==> config.mk <==
export PLATFORM = sky130hd
export DESIGN_NAME = stuffed_frame_memory_bridge
export DESIGN_NICKNAME = d
export VERILOG_FILES = /design/src/rtl/sfmb_pkg.sv /design/src/rtl/sfmb_rx.sv /design/src/rtl/sfmb_tx.sv /design/src/rtl/stuffed_frame_memory_bridge.sv
export SDC_FILE = /design/constraint.sdc
export NUM_CORES = 1
export LEC_CHECK = 0
export ABC_AREA = 1
export BUFFER_PORTS_ARGS = -buffer_cell sky130_fd_sc_hd__buf_2
export CAP_MARGIN = 15
export CORE_ASPECT_RATIO = 0.75
export CORE_MARGIN = 10
export CORE_UTILIZATION = 55
export DETAILED_ROUTE_END_ITERATION = 10
export PLACE_DENSITY = 0.88
export SYNTH_ARGS = -nofsm -noshare
export SYNTH_HDL_FRONTEND = slang
export SYNTH_SLANG_ARGS = --single-unit
==> constraint.sdc <==
create_clock -name i_clk -period 10.8 [get_ports i_clk]
set_input_delay 2.16 -clock i_clk [delete_from_list [all_inputs] [get_ports i_clk]]
set_output_delay 2.16 -clock i_clk [all_outputs]
set_load 0.02 [all_outputs]
==> src/rtl/sfmb_pkg.sv <==
// shared types, protocol codes and crc function for the stuffed frame memory bridge
`default_nettype none

package sfmb_pkg;

    // framing bytes and escape codes
    localparam logic [7:0] START_BYTE  = 8'hFE;
    localparam logic [7:0] ESCAPE_BYTE = 8'h1B;
    localparam logic [7:0] CODE_START  = 8'h01;
    localparam logic [7:0] CODE_END    = 8'h02;
    localparam logic [7:0] CODE_ESCAPE = 8'h03;

    // command and reply identifiers
    localparam logic [7:0] CMD_WRITE  = 8'h10;
    localparam logic [7:0] CMD_READ   = 8'h11;
    localparam logic [7:0] REPLY_READ = 8'h12;

    // frame lengths
    localparam int WRITE_LENGTH    = 10;
    localparam int READ_MIN_LENGTH = 5;

    // only command, address and data bytes are ever read back
    localparam int STORE_DEPTH = 9;
    localparam int STORE_IDX_W = 4;

    // byte counter saturates at the top of its range
    localparam int            COUNT_W   = 11;
    localparam logic [10:0]   COUNT_MAX = 11'h7FF;

    localparam int            LIMIT_W     = 10;
    localparam logic [9:0]    LIMIT_RESET = 10'd200;

    // result kinds
    localparam logic [1:0] KIND_WRITE = 2'd0;
    localparam logic [1:0] KIND_READ  = 2'd1;
    localparam logic [1:0] KIND_TX    = 2'd2;

    // reply sequencer states
    typedef enum logic [2:0] {
        TX_IDLE,
        TX_SOF,
        TX_ID,
        TX_DATA,
        TX_CRC,
        TX_ESC,
        TX_END
    } t_tx_state;

    // memory request leaving the frame parser
    typedef struct packed {
        logic        valid;
        logic [1:0]  kind;
        logic [31:0] address;
        logic [31:0] write_word;
        logic        read_pending;
    } t_rx_out;

    // reply byte leaving the sequencer
    typedef struct packed {
        logic       busy;
        logic       valid;
        logic [7:0] tx_byte;
        logic       last;
    } t_tx_out;

    // crc-8 maxim, reflected polynomial 0x31, one byte
    function automatic logic [7:0] crc_byte(input logic [7:0] crc, input logic [7:0] b);
        logic [7:0] c;
        c = crc ^ b;
        for (int i = 0; i < 8; i++) begin
            if (c[0]) begin
                c = (c >> 1) ^ 8'h8C;
            end else begin
                c = c >> 1;
            end
        end
        return c;
    endfunction

    // crc after the reply identifier byte
    localparam logic [7:0] REPLY_CRC_INIT = crc_byte(8'h00, REPLY_READ);

endpackage

`default_nettype wire

==> src/rtl/sfmb_rx.sv <==
// receive frame parser: unstuffing, running crc, command decode and lockout
`default_nettype none

module sfmb_rx #(
    parameter int FRAME_DEPTH = 11
) (
    input  wire logic                        i_clk,
    input  wire logic                        i_rst_n,
    input  wire logic                        i_rx_take,    // accepted serial byte
    input  wire logic [7:0]                  i_rx_byte,
    input  wire logic                        i_reply_take, // accepted read data for pending read
    input  wire logic [sfmb_pkg::LIMIT_W-1:0] i_limit,
    output sfmb_pkg::t_rx_out                o_rx
);

    localparam int LEN_W = $clog2(FRAME_DEPTH + 1);

    logic [LEN_W-1:0]              r_len, n_len;
    logic                          r_esc, n_esc;
    logic                          r_pend, n_pend;
    logic                          r_lock, n_lock;
    logic [sfmb_pkg::COUNT_W-1:0]  r_cnt, n_cnt;
    logic [7:0]                    r_crc, n_crc;
    logic [7:0]                    r_store [sfmb_pkg::STORE_DEPTH];

    logic [sfmb_pkg::COUNT_W-1:0]  cnt_inc;
    logic                          store_en;
    logic [7:0]                    store_val;
    logic                          req_valid;
    logic [1:0]                    req_kind;

    always_comb begin
        n_len     = r_len;
        n_esc     = r_esc;
        n_crc     = r_crc;
        n_pend    = r_pend;
        n_lock    = r_lock;
        n_cnt     = r_cnt;
        store_en  = 1'b0;
        store_val = i_rx_byte;
        req_valid = 1'b0;
        req_kind  = sfmb_pkg::KIND_WRITE;
        cnt_inc   = (r_cnt == sfmb_pkg::COUNT_MAX) ? r_cnt : r_cnt + 1'b1;

        if (i_reply_take) begin
            n_pend = 1'b0;
        end

        if (i_rx_take && !r_lock && !r_pend) begin
            n_cnt = cnt_inc;
            priority if (cnt_inc > {1'b0, i_limit}) begin
                n_lock = 1'b1;
                n_len  = '0;
                n_esc  = 1'b0;
                n_crc  = '0;
            end else if (r_len >= LEN_W'(FRAME_DEPTH)) begin
                // overlong frame, byte dropped
                n_len = '0;
                n_esc = 1'b0;
                n_crc = '0;
            end else if (i_rx_byte == sfmb_pkg::ESCAPE_BYTE) begin
                n_esc = 1'b1;
            end else if (r_esc) begin
                n_esc = 1'b0;
                priority if (i_rx_byte == sfmb_pkg::CODE_START) begin
                    store_en  = 1'b1;
                    store_val = sfmb_pkg::START_BYTE;
                end else if (i_rx_byte == sfmb_pkg::CODE_ESCAPE) begin
                    store_en  = 1'b1;
                    store_val = sfmb_pkg::ESCAPE_BYTE;
                end else if (i_rx_byte == sfmb_pkg::CODE_END) begin
                    // end of frame: check and decode
                    n_len = '0;
                    n_crc = '0;
                    if (r_len != '0 && r_crc == 8'h00) begin
                        if (r_store[0] == sfmb_pkg::CMD_WRITE &&
                            r_len == LEN_W'(sfmb_pkg::WRITE_LENGTH)) begin
                            req_valid = 1'b1;
                            req_kind  = sfmb_pkg::KIND_WRITE;
                            n_cnt     = '0;
                        end else if (r_store[0] == sfmb_pkg::CMD_READ &&
                                     r_len >= LEN_W'(sfmb_pkg::READ_MIN_LENGTH)) begin
                            req_valid = 1'b1;
                            req_kind  = sfmb_pkg::KIND_READ;
                            n_pend    = 1'b1;
                            n_cnt     = '0;
                        end
                    end
                end else begin
                    // bad escape code
                    n_len = '0;
                    n_crc = '0;
                end
            end else if (i_rx_byte == sfmb_pkg::START_BYTE) begin
                n_len = '0;
                n_esc = 1'b0;
                n_crc = '0;
            end else begin
                store_en = 1'b1;
            end
        end

        if (store_en) begin
            n_len = r_len + 1'b1;
            n_crc = sfmb_pkg::crc_byte(r_crc, store_val);
        end
    end

    always_ff @(posedge i_clk) begin
        if (!i_rst_n) begin
            r_len  <= '0;
            r_esc  <= 1'b0;
            r_pend <= 1'b0;
            r_lock <= 1'b0;
            r_cnt  <= '0;
            r_crc  <= '0;
        end else begin
            r_len  <= n_len;
            r_esc  <= n_esc;
            r_pend <= n_pend;
            r_lock <= n_lock;
            r_cnt  <= n_cnt;
            r_crc  <= n_crc;
        end
    end

    always_ff @(posedge i_clk) begin
        if (store_en && r_len < LEN_W'(sfmb_pkg::STORE_DEPTH)) begin
            r_store[r_len[sfmb_pkg::STORE_IDX_W-1:0]] <= store_val;
        end
    end

    always_comb begin
        o_rx.valid        = req_valid;
        o_rx.kind         = req_kind;
        o_rx.address      = {r_store[4], r_store[3], r_store[2], r_store[1]};
        o_rx.write_word   = (req_kind == sfmb_pkg::KIND_WRITE)
                          ? {r_store[8], r_store[7], r_store[6], r_store[5]} : 32'h0;
        o_rx.read_pending = r_pend;
    end

endmodule

`default_nettype wire

==> src/rtl/sfmb_tx.sv <==
// reply frame sequencer: stuffs and sends the read data with its crc
`default_nettype none

module sfmb_tx (
    input  wire logic        i_clk,
    input  wire logic        i_rst_n,
    input  wire logic        i_start,
    input  wire logic [31:0] i_word,
    input  wire logic        i_ready,  // output register can take a byte
    output sfmb_pkg::t_tx_out o_tx
);

    sfmb_pkg::t_tx_state r_state, n_state;
    logic [31:0]         r_word;
    logic [1:0]          r_idx, n_idx;
    logic                r_stuffed, n_stuffed;
    logic [7:0]          r_crc, n_crc;

    logic [7:0]          cur_byte;
    logic                needs_stuff;

    always_comb begin
        cur_byte    = (r_state == sfmb_pkg::TX_CRC) ? r_crc : r_word[8*r_idx +: 8];
        needs_stuff = (cur_byte == sfmb_pkg::START_BYTE) ||
                      (cur_byte == sfmb_pkg::ESCAPE_BYTE);
    end

    // next state
    always_comb begin
        n_state   = r_state;
        n_idx     = r_idx;
        n_stuffed = r_stuffed;
        n_crc     = r_crc;
        unique case (r_state)
            sfmb_pkg::TX_IDLE: begin
                if (i_start) begin
                    n_state   = sfmb_pkg::TX_SOF;
                    n_idx     = '0;
                    n_stuffed = 1'b0;
                    n_crc     = sfmb_pkg::REPLY_CRC_INIT;
                end
            end
            sfmb_pkg::TX_SOF: begin
                if (i_ready) n_state = sfmb_pkg::TX_ID;
            end
            sfmb_pkg::TX_ID: begin
                if (i_ready) n_state = sfmb_pkg::TX_DATA;
            end
            sfmb_pkg::TX_DATA, sfmb_pkg::TX_CRC: begin
                if (i_ready) begin
                    if (!r_stuffed && needs_stuff) begin
                        n_stuffed = 1'b1;
                    end else begin
                        n_stuffed = 1'b0;
                        if (r_state == sfmb_pkg::TX_CRC) begin
                            n_state = sfmb_pkg::TX_ESC;
                        end else begin
                            n_crc = sfmb_pkg::crc_byte(r_crc, cur_byte);
                            if (r_idx == 2'd3) begin
                                n_state = sfmb_pkg::TX_CRC;
                            end else begin
                                n_idx = r_idx + 1'b1;
                            end
                        end
                    end
                end
            end
            sfmb_pkg::TX_ESC: begin
                if (i_ready) n_state = sfmb_pkg::TX_END;
            end
            sfmb_pkg::TX_END: begin
                if (i_ready) n_state = sfmb_pkg::TX_IDLE;
            end
            default: n_state = sfmb_pkg::TX_IDLE;
        endcase
    end

    // outputs
    always_comb begin
        o_tx.busy    = (r_state != sfmb_pkg::TX_IDLE);
        o_tx.valid   = (r_state != sfmb_pkg::TX_IDLE);
        o_tx.tx_byte = 8'h00;
        o_tx.last    = 1'b0;
        unique case (r_state)
            sfmb_pkg::TX_IDLE: o_tx.tx_byte = 8'h00;
            sfmb_pkg::TX_SOF:  o_tx.tx_byte = sfmb_pkg::START_BYTE;
            sfmb_pkg::TX_ID:   o_tx.tx_byte = sfmb_pkg::REPLY_READ;
            sfmb_pkg::TX_DATA, sfmb_pkg::TX_CRC: begin
                if (r_stuffed) begin
                    o_tx.tx_byte = (cur_byte == sfmb_pkg::START_BYTE)
                                 ? sfmb_pkg::CODE_START : sfmb_pkg::CODE_ESCAPE;
                end else if (needs_stuff) begin
                    o_tx.tx_byte = sfmb_pkg::ESCAPE_BYTE;
                end else begin
                    o_tx.tx_byte = cur_byte;
                end
            end
            sfmb_pkg::TX_ESC:  o_tx.tx_byte = sfmb_pkg::ESCAPE_BYTE;
            sfmb_pkg::TX_END: begin
                o_tx.tx_byte = sfmb_pkg::CODE_END;
                o_tx.last    = 1'b1;
            end
            default: o_tx.tx_byte = 8'h00;
        endcase
    end

    always_ff @(posedge i_clk) begin
        if (!i_rst_n) begin
            r_state   <= sfmb_pkg::TX_IDLE;
            r_idx     <= '0;
            r_stuffed <= 1'b0;
        end else begin
            r_state   <= n_state;
            r_idx     <= n_idx;
            r_stuffed <= n_stuffed;
        end
    end

    always_ff @(posedge i_clk) begin
        r_crc <= n_crc;
        if (r_state == sfmb_pkg::TX_IDLE && i_start) begin
            r_word <= i_word;
        end
    end

endmodule

`default_nettype wire

==> src/rtl/stuffed_frame_memory_bridge.sv <==
// top level: byte-stuffed serial frames to memory requests and stuffed read replies
//
// channel   dir  handshake                   payload
// s         in   i_s_tvalid / o_s_tready     tdata {read_word, rx_byte}, tuser command
// m         out  o_m_tvalid / i_m_tready     tdata {tx_byte, write_word, address},
//                                            tuser kind, tlast last
// cfg       in   i_cfg_valid / o_cfg_ready   bad_byte_limit
//
// a serial byte is decoded in the cycle it is taken; a request lands in the
//   output register at that edge; a byte per cycle unless replying or stalled
// read data starts the reply sequencer, which sends 9 to 14 bytes, one per
//   cycle the output register frees; no item is taken until the last one leaves
// synchronous active-low reset clears the frame, lockout, pending read and
//   the limit (back to 200); the byte store is not cleared
// a stalled output holds its item; input is taken again as soon as it drains
`default_nettype none

module stuffed_frame_memory_bridge #(
    parameter int FRAME_DEPTH = 11
) (
    input  wire logic        i_clk,
    input  wire logic        i_rst_n,

    input  wire logic        i_s_tvalid,
    output      logic        o_s_tready,
    input  wire logic [39:0] i_s_tdata,   // [7:0] rx_byte, [39:8] read_word
    input  wire logic        i_s_tuser,   // [0] command

    output      logic        o_m_tvalid,
    input  wire logic        i_m_tready,
    output      logic [71:0] o_m_tdata,   // [31:0] address, [63:32] write_word, [71:64] tx_byte
    output      logic [1:0]  o_m_tuser,   // [1:0] kind
    output      logic        o_m_tlast,

    input  wire logic        i_cfg_valid,
    output      logic        o_cfg_ready,
    input  wire logic [9:0]  i_cfg_data   // [9:0] bad_byte_limit
);

    // config register
    logic [sfmb_pkg::LIMIT_W-1:0] r_limit;

    // output register
    logic        r_out_valid;
    logic [1:0]  r_out_kind;
    logic [31:0] r_out_addr;
    logic [31:0] r_out_wword;
    logic [7:0]  r_out_tx;
    logic        r_out_last;

    sfmb_pkg::t_rx_out w_rx;
    sfmb_pkg::t_tx_out w_tx;

    logic out_free;
    logic in_take;
    logic rx_take;
    logic reply_start;

    // output register can load when empty or being drained
    assign out_free    = !r_out_valid || i_m_tready;
    assign o_s_tready  = out_free && !w_tx.busy;
    assign in_take     = i_s_tvalid && o_s_tready;
    assign rx_take     = in_take && !i_s_tuser;
    // read data with no pending read is dropped
    assign reply_start = in_take && i_s_tuser && w_rx.read_pending;

    assign o_cfg_ready = 1'b1;

    always_ff @(posedge i_clk) begin
        if (!i_rst_n) begin
            r_limit <= sfmb_pkg::LIMIT_RESET;
        end else if (i_cfg_valid) begin
            r_limit <= i_cfg_data;
        end
    end

    sfmb_rx #(
        .FRAME_DEPTH (FRAME_DEPTH)
    ) u_rx (
        .i_clk        (i_clk),
        .i_rst_n      (i_rst_n),
        .i_rx_take    (rx_take),
        .i_rx_byte    (i_s_tdata[7:0]),
        .i_reply_take (reply_start),
        .i_limit      (r_limit),
        .o_rx         (w_rx)
    );

    sfmb_tx u_tx (
        .i_clk   (i_clk),
        .i_rst_n (i_rst_n),
        .i_start (reply_start),
        .i_word  (i_s_tdata[39:8]),
        .i_ready (out_free),
        .o_tx    (w_tx)
    );

    // a reply byte and a request never compete: input waits while replying
    always_ff @(posedge i_clk) begin
        if (!i_rst_n) begin
            r_out_valid <= 1'b0;
        end else if (out_free) begin
            r_out_valid <= w_tx.valid || w_rx.valid;
        end
    end

    always_ff @(posedge i_clk) begin
        if (out_free) begin
            if (w_tx.valid) begin
                r_out_kind  <= sfmb_pkg::KIND_TX;
                r_out_addr  <= 32'h0;
                r_out_wword <= 32'h0;
                r_out_tx    <= w_tx.tx_byte;
                r_out_last  <= w_tx.last;
            end else if (w_rx.valid) begin
                r_out_kind  <= w_rx.kind;
                r_out_addr  <= w_rx.address;
                r_out_wword <= w_rx.write_word;
                r_out_tx    <= 8'h00;
                r_out_last  <= 1'b1;
            end
        end
    end

    assign o_m_tvalid = r_out_valid;
    assign o_m_tdata  = {r_out_tx, r_out_wword, r_out_addr};
    assign o_m_tuser  = r_out_kind;
    assign o_m_tlast  = r_out_last;

    // a request and a reply byte are never produced in the same cycle
    a_no_collision: assert property (@(posedge i_clk) disable iff (!i_rst_n)
        !(w_tx.valid && w_rx.valid))
        else $error("request and reply byte collide");

    // accepted read data for a pending read starts the reply
    a_reply_starts: assert property (@(posedge i_clk) disable iff (!i_rst_n)
        reply_start |=> (w_tx.busy && !w_rx.read_pending))
        else $error("reply did not start");

    // a read request leaves the receiver waiting for data
    a_read_pends: assert property (@(posedge i_clk) disable iff (!i_rst_n)
        (w_rx.valid && w_rx.kind == sfmb_pkg::KIND_READ) |=> w_rx.read_pending)
        else $error("read request without pending read");

    // every request reaches the output register
    a_req_lands: assert property (@(posedge i_clk) disable iff (!i_rst_n)
        w_rx.valid |=> (r_out_valid && r_out_last && r_out_kind != sfmb_pkg::KIND_TX))
        else $error("request lost");

endmodule

`default_nettype wire

==> run summary <==
element type at the critical path end - register
post-synth top area share - 56.1%
adder-cell share of the synthesized area - 2.00%
Post-synth EDFFs - 187
post-synthesis sequential area ratio - 64.7%
Worst R2R Setup Slack - 5.72 ns
CTS tree - yes
Main synth FF type - edfxtp_1
PortBufs - 132
Least-Margin Pin Slew - 1.09 ns
CTS HTree Levels - 1
row count - 42
distinct cell type count after synthesis - 56
most frequent cells after synthesis - edfxtp_1, nand2_1, inv_1
Place WS - 4.85 ns
Resize count post-CTS - 0
Worst-Skew Late Latency - 0.51 ns
part of the cycle the worst path needs - 50.8%
DR pass1 iterations - 5
post-DP HPWL - 15.4 mm
Vias/cell - 5.21
via count - 7034
final cell count without fillers - 1349
GRT Overall Usage - 17.7%
Final nets - 1162
required time of the critical path - 10.91 ns
Leak - 5.02 nW
compound-gate portion of the synthesized area - 7.63%
mux contribution to synthesized area - 0%
initial antenna violation count - 0
Max Root-Sink Buffers - 3
Antenna Nets Post-Route - 0
CTS clk-pin slew, worst paths - 0.06 ns
total I/O pin count - 134
peak supply drop - 0.185 mV
Slew headroom - 26.8%
share of cells above drive strength 1 - 18.9%
RSZ-0062 raised after global routing - false
area grow syn2layout - 17.0%
fmax - 182 MHz
CP peak stage delay - 0.88 ns
hold_buf cts - 0
DRC viols - 0
root buf cell - clkbuf_16
n_diodes - 0
pin count of the biggest net entering global routing - 76
fin. max-slew vios - 0
register bit total from synthesis - 230
dpl cells - 1303
drt wl/cell - 16.1 um
most frequent cell after synthesis - edfxtp_1
xor/xnor share of the synthesized area - 2.81%
CORE AREA - 17800 um2
Slowest-stage cell, CP - nor3_1
CP startpoint kind - input pin
MaxCap Viol Count - 0
global-route wire length before repair - 34.8 mm
mapped cell area - 10000 um2
grt total ovfl - 0
arrival time of the worst setup path - 5.60 ns
# setup viols final - 0
min Tclk post-route - 5.49 ns
main combinational cell family by area after synthesis - simple AND/OR/NAND/NOR gates
Async SR Flop Fraction - 0%
initial core utilization - 56.3%
final hold vios - 0
Fin Clk Skew - 0.0237 ns
average size of a mapped cell - 10.6 um2
Max FO, Critical Path - 16
Yosys warnings - 0
power density cells - 303 nW/um2
Die ar. - 24000 um2
Clock Sinks - 230
CP Cell Sequence - buf_2, nor2_1, nor2_4, nand2_2, nor4_4, inv_1, nor2_1, nand2_1, inv_1, nand2_1, nor3_1
ranking of synthesized cells by area - edfxtp_1, dfxtp_1, nand2_1
First DRT Iteration DRCs - 781
Synth Instances - 948
worst min-delay path category - register to register
Synth area leader - edfxtp_1
Die Span X - 176 um
GPL Wtd Cong - 0.905
final wirelength - 21.8 mm
critical path class - input pin to register
Mapped Nets - 1020
fin util - 65.9%
outcome - complete, no violations
setup repair bufs after CTS - 0
Pwr Total - 0.00355 W
Post-Synth Simple-Gate Area - 16.0%
CTS buffer count - 23
vias in the first global route - 6833
setup TNS - 0 ns
Final WS setup - 5.31 ns
Die H - 137 um
==> per-stage QoR <==
step / hold WS [ns] / instance area (um2)
after floorplan: 0.435 / 10000
after global placement: 0.447 / 10900
after detailed placement: 0.458 / 10900
after CTS: 0.471 / 11700
after global routing: 0.487 / 11700
final: 0.468 / 11700
==> flip-flops by register name, indices dropped and copies added, names as in the netlist <==
signal          count
u_rx.r_store       72
o_m_tdata          32
u_tx.r_state        3
u_tx.r_stuffed      1
u_tx.r_idx          2
r_limit            10
u_rx.r_crc          8
u_rx.r_esc          1
u_tx.r_crc          8
r_out_wword        32
u_tx.r_word        32
u_rx.r_cnt         11
o_m_tvalid          1
o_m_tlast           1
r_out_tx            8
u_rx.r_pend         1
u_rx.r_lock         1
o_m_tuser           2
u_rx.r_len          4
==> per-layer routing <==
| metal | share of wire (%) | GRT usage, % |
|---|---|---|
| met1 | 43 | 23.6 |
| met2 | 46 | 28.4 |
| met3 | 8.5 | 3.80 |
| met4 | 2.6 | 5.87 |
| met5 | 0 | 0 |
==> logic make-up after synthesis <==
kind of cell,Yosys count
compound gates,125
xor+xnor,27
fa+ha+maj,16
buf+inv,173
flops,230
other cells,1
simple gates,376
==> cells in the final DEF, fill, tap and decap left out, drive strengths merged, types with 17 or more instances in the layout <==
master,count
a21oi,49
dfxtp,43
xor2,18
edfxtp,187
nor3,17
nor2,112
nand3,50
nand2,181
buf,136
inv,151
o21ai,44
clkbuf,29
==> path summary, 6_finish.rpt <==
| check | to | depth (start not counted) | from |
|---|---|---|---|
| worst min register to register | r_limit[1] | 2 | r_limit[1] |
| worst min-delay path | r_limit[1] | 2 | r_limit[1] |
| worst max register to register | u_rx.r_store[5][7] | 21 | u_rx.r_cnt[0] |
| worst max-delay path | u_rx.r_store[5][7] | 11 | i_m_tready |
==> worst max-delay path, delay by kind of cell <==
kind	cells	cell delay, ns
simple gates	8	2.59
buf+inv	3	0.85
==> area by class of cell <==
cell class / count / area, um2
sequential: 230 / 6480
fill: 1319 / 6060
multi-input combinational: 545 / 2870
timing repair buffer: 139 / 711
clock buffer: 26 / 587
inverter: 151 / 571
tap: 242 / 303
clock inverter: 16 / 193
==> report_power, final <==
part / total, W / switching [W] / internal [W] / leakage [nW]
combinational: 0.00138 / 0.000954 / 0.000422 / 2.53
clock: 0.000811 / 0.000322 / 0.000489 / 0.379
sequential: 0.00136 / 0.0000908 / 0.00127 / 2.11
total: 0.00355 / 0.00137 / 0.00218 / 5.02
Note: power is estimated with default switching activity, not from simulation.
